$ cat config.mk
export PLATFORM = sky130hd
export DESIGN_NAME = eight_bit_instruction_executor_flat
export DESIGN_NICKNAME = d
export VERILOG_FILES = /design/src/design/eie_pkg.sv /design/src/design/eie_instr_if.sv /design/src/design/eie_result_if.sv /design/src/design/eie_mem.sv /design/src/design/eie_alu.sv /design/src/design/eight_bit_instruction_executor.sv /design/src/flat_wrapper.sv
export SDC_FILE = /design/constraint.sdc
export NUM_CORES = 1
export LEC_CHECK = 0
export ABC_AREA = 0
export BUFFER_PORTS_ARGS = -buffer_cell sky130_fd_sc_hd__buf_4
export CAP_MARGIN = 10
export CELL_PAD_IN_SITES_DETAIL_PLACEMENT = 1
export CELL_PAD_IN_SITES_GLOBAL_PLACEMENT = 2
export CORE_MARGIN = 1.5
export CORE_UTILIZATION = 49
export CTS_BUF_LIST = sky130_fd_sc_hd__clkbuf_4
export DETAILED_ROUTE_END_ITERATION = 10
export PLACE_DENSITY = 0.83
export SYNTH_ARGS = -nofsm -noshare
export SYNTH_HDL_FRONTEND = slang
export SYNTH_SLANG_ARGS = --single-unit
$ cat constraint.sdc
create_clock -name clk -period 5.1 [get_ports clk]
set_input_delay 0.51 -clock clk [delete_from_list [all_inputs] [get_ports clk]]
set_output_delay 0.51 -clock clk [all_outputs]
set_load 0.01 [all_outputs]
$ cat src/design/eie_pkg.sv
`timescale 1ns / 1ps
// ----------------------------------------------------------------------------
// eie_pkg
// Opcodes, shift subcodes, condition codes, sizes and the execute-stage
// record shared by the instruction executor modules.
// ----------------------------------------------------------------------------
package eie_pkg;

    localparam int REG_COUNT         = 8;
    localparam int REG_IDX_W         = 3;
    localparam int DEF_RAM_DEPTH     = 64;
    localparam int DEF_STACK_DEPTH   = 16;

    // opcodes (instruction bits 15:11)
    localparam logic [4:0] OP_LOAD_K  = 5'd0;
    localparam logic [4:0] OP_OR_K    = 5'd2;
    localparam logic [4:0] OP_XOR_K   = 5'd3;
    localparam logic [4:0] OP_ADD_K   = 5'd4;
    localparam logic [4:0] OP_ADDCY_K = 5'd5;
    localparam logic [4:0] OP_SUB_K   = 5'd6;
    localparam logic [4:0] OP_SUBCY_K = 5'd7;
    localparam logic [4:0] OP_LOAD_R  = 5'd8;
    localparam logic [4:0] OP_OR_R    = 5'd10;
    localparam logic [4:0] OP_XOR_R   = 5'd11;
    localparam logic [4:0] OP_ADD_R   = 5'd12;
    localparam logic [4:0] OP_ADDCY_R = 5'd13;
    localparam logic [4:0] OP_SUB_R   = 5'd14;
    localparam logic [4:0] OP_SUBCY_R = 5'd15;
    localparam logic [4:0] OP_AND_K   = 5'd16;
    localparam logic [4:0] OP_RETURN  = 5'd18;
    localparam logic [4:0] OP_FETCH_R = 5'd19;
    localparam logic [4:0] OP_SHIFT   = 5'd20;
    localparam logic [4:0] OP_TEST_K  = 5'd21;
    localparam logic [4:0] OP_FETCH_K = 5'd23;
    localparam logic [4:0] OP_JUMP    = 5'd26;
    localparam logic [4:0] OP_CALL    = 5'd27;
    localparam logic [4:0] OP_STORE_R = 5'd28;
    localparam logic [4:0] OP_TEST_R  = 5'd29;
    localparam logic [4:0] OP_STORE_K = 5'd31;

    // shift and rotate subcodes (whole low byte)
    localparam logic [7:0] SH_SLA = 8'h00;
    localparam logic [7:0] SH_SLX = 8'h02;
    localparam logic [7:0] SH_RL  = 8'h04;
    localparam logic [7:0] SH_SL0 = 8'h06;
    localparam logic [7:0] SH_SL1 = 8'h07;
    localparam logic [7:0] SH_SRA = 8'h08;
    localparam logic [7:0] SH_SRX = 8'h0A;
    localparam logic [7:0] SH_RR  = 8'h0C;
    localparam logic [7:0] SH_SR0 = 8'h0E;
    localparam logic [7:0] SH_SR1 = 8'h0F;

    // jump and call conditions
    localparam logic [2:0] CC_Z  = 3'd4;
    localparam logic [2:0] CC_NZ = 3'd5;
    localparam logic [2:0] CC_C  = 3'd6;
    localparam logic [2:0] CC_NC = 3'd7;

    typedef struct packed {
        logic [7:0]           npc;
        logic                 zero;
        logic                 carry;
        logic                 reg_we;
        logic [REG_IDX_W-1:0] reg_idx;
        logic [7:0]           reg_val;
        logic                 ram_we;
        logic [7:0]           ram_opnd;
        logic [7:0]           ram_val;
        logic                 push;
        logic                 pop;
    } exec_t;

    // operand modulo depth, depth in 16..256, by conditional subtraction
    function automatic logic [7:0] fold_addr(input logic [7:0] v, input int depth);
        logic [11:0] r;
        r = {4'd0, v};
        for (int s = 3; s >= 0; s--) begin
            if (r >= 12'(depth << s)) begin
                r = r - 12'(depth << s);
            end
        end
        return r[7:0];
    endfunction

endpackage

$ cat src/design/eie_instr_if.sv
`timescale 1ns / 1ps
// ----------------------------------------------------------------------------
// eie_instr_if
// Instruction channel: valid/ready handshake with the split instruction word.
// ----------------------------------------------------------------------------
interface eie_instr_if;
    logic       valid;
    logic       ready;
    logic [4:0] func;
    logic [2:0] reg_x;
    logic [7:0] low_byte;

    modport source (output valid, func, reg_x, low_byte, input ready);
    modport sink   (input valid, func, reg_x, low_byte, output ready);
endinterface

$ cat src/design/eie_result_if.sv
`timescale 1ns / 1ps
// ----------------------------------------------------------------------------
// eie_result_if
// Result channel: valid/ready handshake with next pc, flags and write report.
// ----------------------------------------------------------------------------
interface eie_result_if;
    logic       valid;
    logic       ready;
    logic [7:0] next_pc;
    logic       zero_out;
    logic       carry_out;
    logic       reg_write;
    logic [2:0] reg_index;
    logic [7:0] reg_value;
    logic       ram_write;
    logic [5:0] ram_address;
    logic [7:0] ram_value;

    modport source (output valid, next_pc, zero_out, carry_out, reg_write, reg_index,
                    reg_value, ram_write, ram_address, ram_value, input ready);
    modport sink   (input valid, next_pc, zero_out, carry_out, reg_write, reg_index,
                    reg_value, ram_write, ram_address, ram_value, output ready);
endinterface

$ cat src/design/eie_mem.sv
`timescale 1ns / 1ps
// ----------------------------------------------------------------------------
// eie_mem
// Synchronous memory, one write and one registered read port, with a valid
// bit per entry so that never-written entries read as zero after reset.
// ----------------------------------------------------------------------------
module eie_mem #(
    parameter int DEPTH = 16,
    parameter int WIDTH = 8
) (
    input  logic                     clk,
    input  logic                     rst_n,
    input  logic                     we,
    input  logic [$clog2(DEPTH)-1:0] waddr,
    input  logic [WIDTH-1:0]         wdata,
    input  logic                     re,
    input  logic [$clog2(DEPTH)-1:0] raddr,
    output logic [WIDTH-1:0]         rdata
);

    logic [WIDTH-1:0] mem [DEPTH];
    logic [DEPTH-1:0] valid_reg;
    logic [WIDTH-1:0] data_reg;
    logic             hit_reg;

    always_ff @(posedge clk)
    begin
        if (we)
        begin
            mem[waddr] <= wdata;
        end
        if (re)
        begin
            data_reg <= mem[raddr];
        end
    end

    always_ff @(posedge clk or negedge rst_n)
    begin
        if (!rst_n)
        begin
            valid_reg <= '0;
            hit_reg   <= 1'b0;
        end
        else
        begin
            if (we)
            begin
                valid_reg[waddr] <= 1'b1;
            end
            if (re)
            begin
                hit_reg <= valid_reg[raddr];
            end
        end
    end

    assign rdata = hit_reg ? data_reg : '0;

endmodule

$ cat src/design/eie_alu.sv
`timescale 1ns / 1ps
// ----------------------------------------------------------------------------
// eie_alu
// Execute logic: decodes one instruction with its operands and produces the
// next pc, the flags and the register, ram and stack actions.
// ----------------------------------------------------------------------------
module eie_alu (
    input  logic [4:0]          func,
    input  logic [2:0]          xi,
    input  logic [7:0]          k,
    input  logic [7:0]          sx,
    input  logic [7:0]          sy,
    input  logic [7:0]          pc,
    input  logic                carry_in,
    input  logic                zero_in,
    input  logic [7:0]          ram_byte,
    input  logic [7:0]          stack_byte,
    output eie_pkg::exec_t      ex
);
    import eie_pkg::*;

    logic [7:0] operand;
    logic       cin;
    logic [8:0] sum9;
    logic [8:0] sub9;
    logic [7:0] rv;
    logic       we;
    logic       taken;
    logic       hi;
    logic       lo;

    assign operand = func[3] ? sy : k;
    assign cin     = func[0] & carry_in;
    assign sum9    = {1'b0, sx} + {1'b0, operand} + {8'd0, cin};
    assign sub9    = {1'b0, operand} + {8'd0, cin};
    assign hi      = sx[7];
    assign lo      = sx[0];

    always_comb
    begin
        case (xi)
            CC_Z:    taken = zero_in;
            CC_NZ:   taken = !zero_in;
            CC_C:    taken = carry_in;
            CC_NC:   taken = !carry_in;
            default: taken = 1'b1;
        endcase
    end

    always_comb
    begin
        ex          = '0;
        ex.npc      = pc + 8'd1;
        ex.zero     = zero_in;
        ex.carry    = carry_in;
        rv          = '0;
        we          = 1'b0;

        unique case (func) inside
            OP_LOAD_K:
            begin
                rv = k;
                we = 1'b1;
            end
            OP_LOAD_R:
            begin
                rv = sy;
                we = 1'b1;
            end
            OP_AND_K, OP_OR_K, OP_XOR_K, OP_OR_R, OP_XOR_R:
            begin
                case (func)
                    OP_AND_K: rv = sx & k;
                    OP_OR_K:  rv = sx | k;
                    OP_XOR_K: rv = sx ^ k;
                    OP_OR_R:  rv = sx | sy;
                    default:  rv = sx ^ sy;
                endcase
                we       = 1'b1;
                ex.zero  = (rv == 8'd0);
                ex.carry = 1'b0;
            end
            OP_ADD_K, OP_ADDCY_K, OP_ADD_R, OP_ADDCY_R:
            begin
                rv       = sum9[7:0];
                we       = 1'b1;
                ex.carry = sum9[8];
                ex.zero  = (rv == 8'd0);
            end
            OP_SUB_K, OP_SUBCY_K, OP_SUB_R, OP_SUBCY_R:
            begin
                rv       = sx - sub9[7:0];
                we       = 1'b1;
                ex.carry = (sub9 > {1'b0, sx});
                ex.zero  = (rv == 8'd0);
            end
            OP_TEST_K, OP_TEST_R:
            begin
                ex.zero  = ((sx & ((func == OP_TEST_K) ? k : sy)) == 8'd0);
                ex.carry = ^(sx & ((func == OP_TEST_K) ? k : sy));
            end
            OP_FETCH_R, OP_FETCH_K:
            begin
                rv = ram_byte;
                we = 1'b1;
            end
            OP_STORE_R, OP_STORE_K:
            begin
                ex.ram_we   = 1'b1;
                ex.ram_opnd = (func == OP_STORE_R) ? sy : k;
                ex.ram_val  = sx;
            end
            OP_SHIFT:
            begin
                we = 1'b1;
                case (k)
                    SH_RL:   begin rv = {sx[6:0], hi};       ex.carry = hi; end
                    SH_RR:   begin rv = {lo, sx[7:1]};       ex.carry = lo; end
                    SH_SL0:  begin rv = {sx[6:0], 1'b0};     ex.carry = hi; end
                    SH_SL1:  begin rv = {sx[6:0], 1'b1};     ex.carry = hi; end
                    SH_SLA:  begin rv = {sx[6:0], carry_in}; ex.carry = hi; end
                    SH_SLX:  begin rv = {sx[6:0], lo};       ex.carry = hi; end
                    SH_SR0:  begin rv = {1'b0, sx[7:1]};     ex.carry = lo; end
                    SH_SR1:  begin rv = {1'b1, sx[7:1]};     ex.carry = lo; end
                    SH_SRA:  begin rv = {carry_in, sx[7:1]}; ex.carry = lo; end
                    SH_SRX:  begin rv = {hi, sx[7:1]};       ex.carry = lo; end
                    default: we = 1'b0;
                endcase
                // unknown subcode: zero follows the untouched register
                ex.zero = we ? (rv == 8'd0) : (sx == 8'd0);
            end
            OP_JUMP:
            begin
                if (taken)
                begin
                    ex.npc = k;
                end
            end
            OP_CALL:
            begin
                if (taken)
                begin
                    ex.npc  = k;
                    ex.push = 1'b1;
                end
            end
            OP_RETURN:
            begin
                ex.pop = 1'b1;
                ex.npc = stack_byte + 8'd1;
            end
            default:
            begin
            end
        endcase

        ex.reg_we  = we;
        ex.reg_idx = we ? xi : '0;
        ex.reg_val = we ? rv : '0;
    end

endmodule

$ cat src/design/eight_bit_instruction_executor.sv
`timescale 1ns / 1ps
// ----------------------------------------------------------------------------
// eight_bit_instruction_executor
// Executes one 16-bit instruction per item and reports next pc, flags and
// register or ram writes.
// ----------------------------------------------------------------------------
// Items pass the execute stage and the output register; one item is taken
// every cycle unless execute stalls on a held result or on a FETCH through
// a register pointer, whose second execute phase uses the data ram's single
// read port a second time at the register's value. The register file, data
// ram and return stack are read in the accept cycle and written back from
// the execute stage, with the write of the instruction ahead forwarded into
// the read. All storage reads as zero after reset via per-entry valid bits,
// so there is no clearing pass and the block is ready right after reset.
module eight_bit_instruction_executor #(
    parameter int RAM_DEPTH   = eie_pkg::DEF_RAM_DEPTH,
    parameter int STACK_DEPTH = eie_pkg::DEF_STACK_DEPTH
) (
    input  logic         clk,
    input  logic         rst_n,
    eie_instr_if.sink    instr,
    eie_result_if.source result
);
    import eie_pkg::*;

    localparam int RAM_AW = $clog2(RAM_DEPTH);
    localparam int SP_W   = $clog2(STACK_DEPTH);
    localparam logic [SP_W-1:0] SP_LAST = SP_W'(STACK_DEPTH - 1);

    // execute stage
    logic                 e_valid_reg;
    logic                 e_phase_reg;
    logic [4:0]           e_func_reg;
    logic [2:0]           e_xi_reg;
    logic [7:0]           e_k_reg;
    logic                 x_fwd_reg;
    logic [7:0]           x_fwd_val_reg;
    logic                 y_fwd_reg;
    logic [7:0]           y_fwd_val_reg;
    logic                 ram_fwd_reg;
    logic [7:0]           ram_fwd_val_reg;
    logic                 stk_fwd_reg;
    logic [7:0]           stk_fwd_val_reg;

    // architectural state outside the memories
    logic [7:0]           pc_reg;
    logic                 carry_reg;
    logic                 zero_reg;
    logic [SP_W-1:0]      sp_reg;
    logic [SP_W-1:0]      sp_next;

    // output register
    logic                 out_valid_reg;
    exec_t                out_reg;
    logic [7:0]           out_addr_reg;

    logic [7:0]           rf_x_rdata;
    logic [7:0]           rf_y_rdata;
    logic [7:0]           ram_rdata;
    logic [7:0]           stk_rdata;
    logic [7:0]           sx;
    logic [7:0]           sy;
    exec_t                ex;

    logic                 exec_done;
    logic                 exec_fire;
    logic                 accept;
    logic                 fetch_issue;
    logic                 rf_we;
    logic                 ram_we;
    logic                 ram_re;
    logic                 stk_we;
    logic [7:0]           ram_waddr_full;
    logic [7:0]           ram_kaddr_full;
    logic [7:0]           ram_yaddr_full;
    logic [RAM_AW-1:0]    ram_raddr;
    logic [SP_W-1:0]      sp_inc;
    logic [SP_W-1:0]      sp_dec;
    logic [SP_W-1:0]      stk_raddr;

    assign sx = x_fwd_reg ? x_fwd_val_reg : rf_x_rdata;
    assign sy = y_fwd_reg ? y_fwd_val_reg : rf_y_rdata;

    eie_alu u_alu (
        .func       (e_func_reg),
        .xi         (e_xi_reg),
        .k          (e_k_reg),
        .sx         (sx),
        .sy         (sy),
        .pc         (pc_reg),
        .carry_in   (carry_reg),
        .zero_in    (zero_reg),
        .ram_byte   (ram_fwd_reg ? ram_fwd_val_reg : ram_rdata),
        .stack_byte (stk_fwd_reg ? stk_fwd_val_reg : stk_rdata),
        .ex         (ex)
    );

    assign exec_done   = e_valid_reg && ((e_func_reg != OP_FETCH_R) || e_phase_reg);
    assign exec_fire   = exec_done && (!out_valid_reg || result.ready);
    assign instr.ready = !e_valid_reg || exec_fire;
    assign accept      = instr.valid && instr.ready;
    assign fetch_issue = e_valid_reg && (e_func_reg == OP_FETCH_R) && !e_phase_reg;

    assign rf_we  = exec_fire && ex.reg_we;
    assign ram_we = exec_fire && ex.ram_we;
    assign stk_we = exec_fire && ex.push;

    assign ram_waddr_full = fold_addr(ex.ram_opnd, RAM_DEPTH);
    assign ram_kaddr_full = fold_addr(instr.low_byte, RAM_DEPTH);
    assign ram_yaddr_full = fold_addr(sy, RAM_DEPTH);
    assign ram_re         = accept || fetch_issue;
    assign ram_raddr      = fetch_issue ? ram_yaddr_full[RAM_AW-1:0]
                                        : ram_kaddr_full[RAM_AW-1:0];

    // stack pointer wraps at the depth, which need not be a power of two
    assign sp_inc = (sp_reg == SP_LAST) ? '0 : sp_reg + 1'b1;
    always_comb
    begin
        sp_next = sp_reg;
        if (exec_fire && ex.push)
        begin
            sp_next = sp_inc;
        end
        else if (exec_fire && ex.pop)
        begin
            sp_next = (sp_reg == '0) ? SP_LAST : sp_reg - 1'b1;
        end
    end
    assign sp_dec    = (sp_next == '0) ? SP_LAST : sp_next - 1'b1;
    assign stk_raddr = sp_dec;

    eie_mem #(.DEPTH(REG_COUNT), .WIDTH(8)) u_rf_x (
        .clk   (clk),
        .rst_n (rst_n),
        .we    (rf_we),
        .waddr (ex.reg_idx),
        .wdata (ex.reg_val),
        .re    (accept),
        .raddr (instr.reg_x),
        .rdata (rf_x_rdata)
    );

    eie_mem #(.DEPTH(REG_COUNT), .WIDTH(8)) u_rf_y (
        .clk   (clk),
        .rst_n (rst_n),
        .we    (rf_we),
        .waddr (ex.reg_idx),
        .wdata (ex.reg_val),
        .re    (accept),
        .raddr (instr.low_byte[7:5]),
        .rdata (rf_y_rdata)
    );

    eie_mem #(.DEPTH(RAM_DEPTH), .WIDTH(8)) u_ram (
        .clk   (clk),
        .rst_n (rst_n),
        .we    (ram_we),
        .waddr (ram_waddr_full[RAM_AW-1:0]),
        .wdata (ex.ram_val),
        .re    (ram_re),
        .raddr (ram_raddr),
        .rdata (ram_rdata)
    );

    eie_mem #(.DEPTH(STACK_DEPTH), .WIDTH(8)) u_stack (
        .clk   (clk),
        .rst_n (rst_n),
        .we    (stk_we),
        .waddr (sp_reg),
        .wdata (pc_reg),
        .re    (accept),
        .raddr (stk_raddr),
        .rdata (stk_rdata)
    );

    always_ff @(posedge clk or negedge rst_n)
    begin
        if (!rst_n)
        begin
            e_valid_reg   <= 1'b0;
            e_phase_reg   <= 1'b0;
            x_fwd_reg     <= 1'b0;
            y_fwd_reg     <= 1'b0;
            ram_fwd_reg   <= 1'b0;
            stk_fwd_reg   <= 1'b0;
            pc_reg        <= '0;
            carry_reg     <= 1'b0;
            zero_reg      <= 1'b0;
            sp_reg        <= '0;
            out_valid_reg <= 1'b0;
        end
        else
        begin
            if (accept)
            begin
                e_valid_reg <= 1'b1;
            end
            else if (exec_fire)
            begin
                e_valid_reg <= 1'b0;
            end

            if (fetch_issue)
            begin
                e_phase_reg <= 1'b1;
            end
            else if (exec_fire)
            begin
                e_phase_reg <= 1'b0;
            end

            // bypass the write that lands at the same edge as the read
            if (accept)
            begin
                x_fwd_reg   <= rf_we && (ex.reg_idx == instr.reg_x);
                y_fwd_reg   <= rf_we && (ex.reg_idx == instr.low_byte[7:5]);
                ram_fwd_reg <= ram_we &&
                               (ram_waddr_full[RAM_AW-1:0] == ram_kaddr_full[RAM_AW-1:0]);
                stk_fwd_reg <= stk_we && (sp_reg == stk_raddr);
            end
            else if (fetch_issue)
            begin
                ram_fwd_reg <= 1'b0;
            end

            if (exec_fire)
            begin
                pc_reg    <= ex.npc;
                carry_reg <= ex.carry;
                zero_reg  <= ex.zero;
            end
            sp_reg <= sp_next;

            if (exec_fire)
            begin
                out_valid_reg <= 1'b1;
            end
            else if (result.ready)
            begin
                out_valid_reg <= 1'b0;
            end
        end
    end

    always_ff @(posedge clk)
    begin
        if (accept)
        begin
            e_func_reg      <= instr.func;
            e_xi_reg        <= instr.reg_x;
            e_k_reg         <= instr.low_byte;
            x_fwd_val_reg   <= ex.reg_val;
            y_fwd_val_reg   <= ex.reg_val;
            ram_fwd_val_reg <= ex.ram_val;
            stk_fwd_val_reg <= pc_reg;
        end
        if (exec_fire)
        begin
            out_reg      <= ex;
            out_addr_reg <= ex.ram_we ? ram_waddr_full : 8'd0;
        end
    end

    assign result.valid       = out_valid_reg;
    assign result.next_pc     = out_reg.npc;
    assign result.zero_out    = out_reg.zero;
    assign result.carry_out   = out_reg.carry;
    assign result.reg_write   = out_reg.reg_we;
    assign result.reg_index   = out_reg.reg_idx;
    assign result.reg_value   = out_reg.reg_val;
    assign result.ram_write   = out_reg.ram_we;
    assign result.ram_address = out_addr_reg[5:0];
    assign result.ram_value   = out_reg.ram_val;

endmodule

$ cat src/flat_wrapper.sv
// flat-port wrapper written by rule: the top's interface ports become plain ports
module eight_bit_instruction_executor_flat import eie_pkg::*;
#(
    parameter int RAM_DEPTH   = eie_pkg::DEF_RAM_DEPTH,
    parameter int STACK_DEPTH = eie_pkg::DEF_STACK_DEPTH
)
  (clk, rst_n, instr_valid, instr_func, instr_reg_x, instr_low_byte, instr_ready, result_valid, result_next_pc, result_zero_out, result_carry_out, result_reg_write, result_reg_index, result_reg_value, result_ram_write, result_ram_address, result_ram_value, result_ready);
  eie_instr_if instr_i ();
  eie_result_if result_i ();
  input  logic clk;
  input  logic rst_n;
  input wire logic [$bits(instr_i.valid)-1:0] instr_valid;
  input wire logic [$bits(instr_i.func)-1:0] instr_func;
  input wire logic [$bits(instr_i.reg_x)-1:0] instr_reg_x;
  input wire logic [$bits(instr_i.low_byte)-1:0] instr_low_byte;
  output wire logic [$bits(instr_i.ready)-1:0] instr_ready;
  output wire logic [$bits(result_i.valid)-1:0] result_valid;
  output wire logic [$bits(result_i.next_pc)-1:0] result_next_pc;
  output wire logic [$bits(result_i.zero_out)-1:0] result_zero_out;
  output wire logic [$bits(result_i.carry_out)-1:0] result_carry_out;
  output wire logic [$bits(result_i.reg_write)-1:0] result_reg_write;
  output wire logic [$bits(result_i.reg_index)-1:0] result_reg_index;
  output wire logic [$bits(result_i.reg_value)-1:0] result_reg_value;
  output wire logic [$bits(result_i.ram_write)-1:0] result_ram_write;
  output wire logic [$bits(result_i.ram_address)-1:0] result_ram_address;
  output wire logic [$bits(result_i.ram_value)-1:0] result_ram_value;
  input wire logic [$bits(result_i.ready)-1:0] result_ready;
  assign instr_i.valid = instr_valid;
  assign instr_i.func = instr_func;
  assign instr_i.reg_x = instr_reg_x;
  assign instr_i.low_byte = instr_low_byte;
  assign instr_ready = instr_i.ready;
  assign result_valid = result_i.valid;
  assign result_next_pc = result_i.next_pc;
  assign result_zero_out = result_i.zero_out;
  assign result_carry_out = result_i.carry_out;
  assign result_reg_write = result_i.reg_write;
  assign result_reg_index = result_i.reg_index;
  assign result_reg_value = result_i.reg_value;
  assign result_ram_write = result_i.ram_write;
  assign result_ram_address = result_i.ram_address;
  assign result_ram_value = result_i.ram_value;
  assign result_i.ready = result_ready;
  eight_bit_instruction_executor #(.RAM_DEPTH(RAM_DEPTH), .STACK_DEPTH(STACK_DEPTH)) u_core (.clk(clk), .rst_n(rst_n), .instr(instr_i), .result(result_i));
endmodule
==> results of run 1 <==
cells in the mapped netlist, drive strengths merged (18+ instances only):
cell type	count	area share
or2	99	0.015
xnor2	38	0.0083
nand4	23	0.0036
o21ai	75	0.0095
a21oi	83	0.010
nand2	270	0.025
mux2	24	0.0069
nor2	148	0.014
mux2i	39	0.0098
a211oi	30	0.0056
dfrtp	121	0.076
a22oi	24	0.0045
nand2b	22	0.0034
edfxtp	813	0.61
inv	47	0.0044
mux4	200	0.11
nand3	32	0.0040
nor2b	21	0.0033
ha	35	0.011
xor2	18	0.0039
and2	33	0.0052
clkbuf	70	0.0066
a31oi	23	0.0041
buf	56	0.0077
worst max-delay path by stage:
stage / startpoint / to / slack [ps]
after floorplan: u_core.e_func_reg[3] / u_core.result.zero_out / 1110
after global placement: u_core.e_xi_reg[1] / u_core.u_stack.data_reg[5] / 700
after detailed placement: u_core.y_fwd_reg / u_core.result.reg_value[7] / 480
after CTS: u_core.y_fwd_reg / u_core.u_rf_x.mem[6][7] / 480
after global routing: u_core.y_fwd_reg / u_core.u_rf_x.mem[6][7] / 40
final: u_core.y_fwd_reg / u_core.u_rf_x.mem[6][7] / 400
critical path: stages, from the launching register on:
cell and delay (ps):
dfrtp_1 610, nor2b_1 130, buf_4 180, a22oi_1 490
a21oi_1 270, ha_1 380, ha_1 340, nor2b_1 140
o21ai_0 160, nand2b_1 120, a21oi_1 170, o21bai_1 110
a31oi_1 210, xnor2_1 110, mux2_2 270, nand2_1 100
o2111ai_1 450
final cells by class:
class / count / share of cell area
Clock buffer: 340 / 0.05618
Clock inverter: 91 / 0.01074
Antenna cell: 7 / 0.0003856
Timing Repair Buffer: 177 / 0.03349
Multi-Input combinational cell: 1406 / 0.2620
Sequential cell: 934 / 0.6040
Inverter: 48 / 0.003966
Tap cell: 1060 / 0.02919
logic make-up after synthesis:
family	count (synthesis)
buffers and inverters	174
flip-flops	934
multiplexers	263
AO/OA/AOI/OAI	338
adder cells (fa/ha/maj)	38
XOR/XNOR	57
AND/OR/NAND/NOR	710
power by group through the flow:
stage | Sequential (mW) | Combinational, mW | Clock, mW
final | 9.29 | 3.78 | 6.35
after global routing | 9.33 | 4.07 | 6.84
after CTS | 9.28 | 3.78 | 6.49
after detailed placement | 9.45 | 3.74 | 0
after global placement | 9.39 | 3.65 | 0
after floorplan | 9.24 | 2.53 | 0
metrics by stage:
step	hold WS, ps	power (mW)	instance area (sq um)
after CTS	85.68	19.55	45370
after detailed placement	452.7	13.19	42110
after global placement	444.3	13.04	42080
final	164.7	19.42	45430
after global routing	111.3	20.24	45430
after floorplan	214.4	11.77	39960
layer usage:
metal	up-vias	track usage	wire [um]
met1	12617	0.3631	46160
met4	2	0.09805	3004
met3	177	0.05111	6083
li1	10458	-	-
met5	-	0	20
met2	800	0.4503	55460
==> impl_metrics.toml, run 1 <==
[status]
outcome = "finished, violations left"
violations = "design-rule violations"

[detailed_routing]
vias = 24054
wl_um = 110700
first_iter_violations = 2050
routedWlPerCell_um = 27.25
drc = 12
ant_nets = 0
routed_via_density = 5.920
drtPass1Iterations = 11

[logic_synthesis]
synth_top_family_by_area = "multiplexers"
synth_fp_nets = 2572
synth_compound_area_frac = 0.05513
synth.mux.area_fraction = 0.1293
netlist_area_sq_um = 39960
ys_seq_area_frac = 0.6866
async_flop_share = 0.1296
synth_edf_count = 813
ys_ff_latch = 934
yosys.area_share.simple = 0.08484
ys.flop_type = "edfxtp_1"
synth_cells = 2514
synth_xor_area_frac = 0.01284
syn_avg_cell_area_sq_um = 15.90
synth_fa_ha_area_frac = 0.01246
ys_types = 75
yosysWarnings = 0

[die]
ios = 59
num_rows = 104
die_h_um = 288.6
coreArea_sq_um = 80680
dieArea_sq_um = 83280
start_util = 0.4954
die_w_um = 288.6

[worst_setup_path]
worstReg2RegStart = "u_core.y_fwd_reg"
worstSetupEndpointType = "flip-flop"
crit_arrival_ps = 5320
worstSetupPathType = "flip-flop to flip-flop"
critPathMaxFanout = 14
r2r_cells = 16
required_ps = 5720
r2r_slack_ps = 400
worstSetupStartpointType = "flip-flop"
r2r_end = "u_core.u_rf_x.mem[6][7]"

[cells_and_area]
drive_gt1_frac = 0.2897
multi_input_area_sq_um = 11900
reg_top3 = "u_core.u_ram.mem x512, u_core.u_stack.mem x128"
seqCellArea_sq_um = 27440
final_core_util = 0.5631
final_common_cell = "edfxtp_1"
fin_cells = 4063
layout_common_cells = "edfxtp_1, clkbuf_4, nand2_1"
num-fill-cells = 7669
largest_reg_flops = 512
area_growth_pct = 13.68
regMostFlops = "u_core.u_ram.mem"
final_nets = 2855

[place]
dp_hpwl_um = 70820
routabilityCongestion = 0.9211
place_worst_setup_slack_ps = 481.3
numPortBuffers = 58
dp.cells = 3602

[clocking]
ctsLongestPathBuffers = 3
clock-sinks = 934
cts_root_buffer = "clkbuf_4"
cts_resized = 0
insertion_delay_ps = 1130
post_cts_buffers = 0
cts_buffers = 230
ctsHoldBuffers = 21
tritoncts = "built"
cts_max_level = 4
clkSlewWorstSetupHoldPaths_ps = 80

[hold_path]
worstHoldPathType = "input port to flip-flop"
hold_path.startpoint = "instr_func[2]"
hold_end = "u_core.e_func_reg[2]"
holdPathStages = 2

[sta]
skew_ps = 74.69
setup_tns_ps = 0
setup_ws_ps = 400.7
fmax_mhz = 212.8
worstMarginPinSlew_ps = 1222
slew_violations = 0
slew_headroom = 0.1831
post-route-period-util = 0.9214
hold_viol_final = 0
setup_violations = 0
rsz0062_at_grt = "no"
fin_crit_ps = 4699

[power]
p_seq_frac = 0.478
power_density_nw_per_um2 = 427.4
swShare = 0.2988
combPwrFrac = 0.195
switchingPower_mw = 5.801
clockPowerShare = 0.327
ir_drop_v = 0.0003084
p_int_mw = 13.61
p_leak_nw = 15.65

[global_routing]
grt_max_degree = 67
overflow = 0
antenna_found_initial = 4
grt_pass1_wl_um = 165900
grt_pass1_vias = 25942
track_usage = 0.2723

[run]
maxCapViolCount = 0
No activity file was read; power rests on OpenSTA's default activity.
==> run 2, diff against run 1 <==
--- a/config.mk
+++ b/config.mk
@@ -8,13 +8,12 @@
 export ABC_AREA = 0
 export BUFFER_PORTS_ARGS = -buffer_cell sky130_fd_sc_hd__buf_4
 export CAP_MARGIN = 10
-export CELL_PAD_IN_SITES_DETAIL_PLACEMENT = 1
-export CELL_PAD_IN_SITES_GLOBAL_PLACEMENT = 2
+export CELL_PAD_IN_SITES_DETAIL_PLACEMENT = 0
+export CELL_PAD_IN_SITES_GLOBAL_PLACEMENT = 1
 export CORE_MARGIN = 1.5
-export CORE_UTILIZATION = 49
-export CTS_BUF_LIST = sky130_fd_sc_hd__clkbuf_4
+export CORE_UTILIZATION = 54
 export DETAILED_ROUTE_END_ITERATION = 10
-export PLACE_DENSITY = 0.83
+export PLACE_DENSITY = 0.8
 export SYNTH_ARGS = -nofsm -noshare
 export SYNTH_HDL_FRONTEND = slang
 export SYNTH_SLANG_ARGS = --single-unit
==> constraint.sdc (replaced) <==
create_clock -name clk -period 4.8 [get_ports clk]
set_input_delay 0.48 -clock clk [delete_from_list [all_inputs] [get_ports clk]]
set_output_delay 0.48 -clock clk [all_outputs]
set_load 0.01 [all_outputs]
==> run 2 against run 1 <==
  * Setup slack improved by 83 ps
  * Total power rose by 9.4%
  * Worst hold slack got worse by 120 ps
  * Sequential share of layout area fell by 0.055 points
  * Global-route usage fell by 0.99 points
  * Flip-flop and latch count did not move
  * Clock skew fell by 49 ps
  * The run now ends clean
  * First-iteration DRC count rose by 25%
==> impl_metrics.toml, run 2 (synthesized netlist as in run 1, its figures left out) <==
[cells_and_area]
final_nets = 2735
antenna_cells = 0
drive_gt1_frac = 0.2507
fin_cells = 3715
layout_common_cells = "edfxtp_1, nand2_1, mux4_2"
num-fill-cells = 5266
final_common_cell = "edfxtp_1"
reg_top3 = "u_core.u_ram.mem x512, u_core.u_stack.mem x128"
area_growth_pct = 13.78
largest_reg_flops = 512
regMostFlops = "u_core.u_ram.mem"

[worst_setup_path]
worstSetupStartpointType = "flip-flop"
critPathMaxFanout = 8
worstSetupPathType = "flip-flop to flip-flop"
worstSetupEndpointType = "flip-flop"
required_ps = 5300
crit_arrival_ps = 4820

[power]
swShare = 0.2740
p_seq_frac = 0.463
p_leak_nw = 15.51
combPwrFrac = 0.186
clockPowerShare = 0.351
switchingPower_mw = 5.821
power_density_nw_per_um2 = 467.2
p_int_mw = 15.42
ir_drop_v = 0.0003489

[global_routing]
grt_pass1_vias = 23116
track_usage = 0.2624
grt_max_degree = 85
grt_pass1_wl_um = 146700
overflow = 0
antenna_found_initial = 0

[sta]
setup_tns_ps = 0
slew_violations = 0
skew_ps = 25.98
hold_viol_final = 0
worstMarginPinSlew_ps = 1223
rsz0062_at_grt = "no"
setup_ws_ps = 483.9
fmax_mhz = 231.7
post-route-period-util = 0.8992
fin_crit_ps = 4316
setup_violations = 0
slew_headroom = 0.1781

[place]
dp_hpwl_um = 62050
place_worst_setup_slack_ps = 538.6
routabilityCongestion = 0.9333
dp.cells = 3540
numPortBuffers = 58

[clocking]
clock-sinks = 934
clkSlewWorstSetupHoldPaths_ps = 60
cts_buffers = 92
cts_root_buffer = "clkbuf_16"
ctsLongestPathBuffers = 3
insertion_delay_ps = 660
post_cts_buffers = 0
cts_max_level = 3
tritoncts = "built"

[die]
dieArea_sq_um = 75650
ios = 59
num_rows = 99
coreArea_sq_um = 73080
die_w_um = 275.0
start_util = 0.5468
die_h_um = 275.0

[detailed_routing]
vias = 22812
drc = 0
wl_um = 96910
ant_nets = 0
routedWlPerCell_um = 26.08
drtPass1Iterations = 7
first_iter_violations = 2557
routed_via_density = 6.141

[run]
maxCapViolCount = 0

[hold_path]
worstHoldPathType = "input port to flip-flop"

[status]
outcome = "complete, no violations"
==> run 2: changes by cell type in the layout (fill, tap and decap cells not counted), moves of 3 or more <==
cell | previous run | this run
clkbuf_8 | 0 | 8
buf_4 | 144 | 184
inv_16 | 0 | 3
bufinv_16 | 2 | 11
inv_6 | 5 | 2
buf_6 | 4 | 1
clkbuf_16 | 0 | 94
diode_2 | 7 | 0
clkbuf_4 | 340 | 0
dlygate4sd3_1 | 20 | 2
clkinv_2 | 9 | 20
clkbuf_1 | 0 | 16
clkinvlp_4 | 2 | 8
clkinv_1 | 68 | 8
==> run 2: worst paths after layout <==
kind                       depth (start not counted)  slack (ps)                          to                       start
max in group asynchronous                          3        3160            u_core.pc_reg[7]                       rst_n
setup / recovery                                  14         480      u_core.result.zero_out       u_core.u_rf_y.hit_reg
hold reg to reg                                    1         460  u_core.u_rf_y.valid_reg[6]  u_core.u_rf_y.valid_reg[6]
min in group asynchronous                          2         470  u_core.u_ram.valid_reg[13]                       rst_n
hold / removal                                     1          40        u_core.e_func_reg[2]               instr_func[2]
setup reg to reg                                  14         480      u_core.result.zero_out       u_core.u_rf_y.hit_reg
==> run 2: metal layers <==
| layer | GRT usage | vias to the layer above | part of all wire |
|---|---|---|---|
| met2 | 0.4267 | 863 | 0.49 |
| met4 | 0.07305 | 0 | 0.024 |
| li1 | - | 10047 | - |
| met1 | 0.3718 | 11756 | 0.42 |
| met3 | 0.04181 | 146 | 0.066 |
| met5 | 0 | - | 0 |
==> run 2: through the flow <==
stage          total power, mW  cell area, sq um    util  hold slack, ps
5_1_grt                  22.03             45470  0.6222           19.82
3_5_place_dp             13.93             42280  0.5785           450.0
3_3_place_gp             13.86             42280  0.5785           445.2
6_report                 21.25             45470  0.6222           44.82
2_1_floorplan            12.51             39960       -           184.4
4_1_cts                  21.34             45470  0.6222           5.174
==> run 2: layout make-up <==
| cell class | instances | area [sq um] | share of cell area |
|---|---|---|---|
| flip-flops and latches | 934 | 27440 | 0.6035 |
| multi-input cells | 1406 | 11900 | 0.2618 |
| clock buffers | 118 | 2522 | 0.05547 |
| repair buffers | 195 | 1573 | 0.03459 |
| well taps | 959 | 1200 | 0.02639 |
| clock inverters | 55 | 650.6 | 0.01431 |
| inverters | 48 | 180.2 | 0.003962 |
==> run 2: power by group through the flow <==
stage          Clock [mW]  Sequential (mW)  Combinational, mW
2_1_floorplan           0             9.81               2.69
3_3_place_gp            0             9.96               3.91
3_5_place_dp            0             9.99               3.94
4_1_cts              7.56             9.82               3.96
5_1_grt              7.87             9.87               4.29
6_report             7.46             9.83               3.96
==> run 2: critical path: stages, from the launching register on <==
cell	delay (ps)
dfrtp_1	370
nor2b_1	500
a22oi_1	280
a21oi_1	440
ha_1	270
xor2_1	200
ha_1	310
a21o_1	200
a21oi_1	220
xnor2_1	110
or4_1	410
or3_1	370
o2111a_1	250
o31a_1	120
nor2_1	100
==> run 2: timing repair <==
| action | in CTS | in global routing |
|---|---|---|
| hold buffers | 2 | 0 |
| resized for setup | 0 | 0 |
| endpoints found under the hold margin | 82 | 0 |
| endpoints found under the setup margin | 0 | 0 |
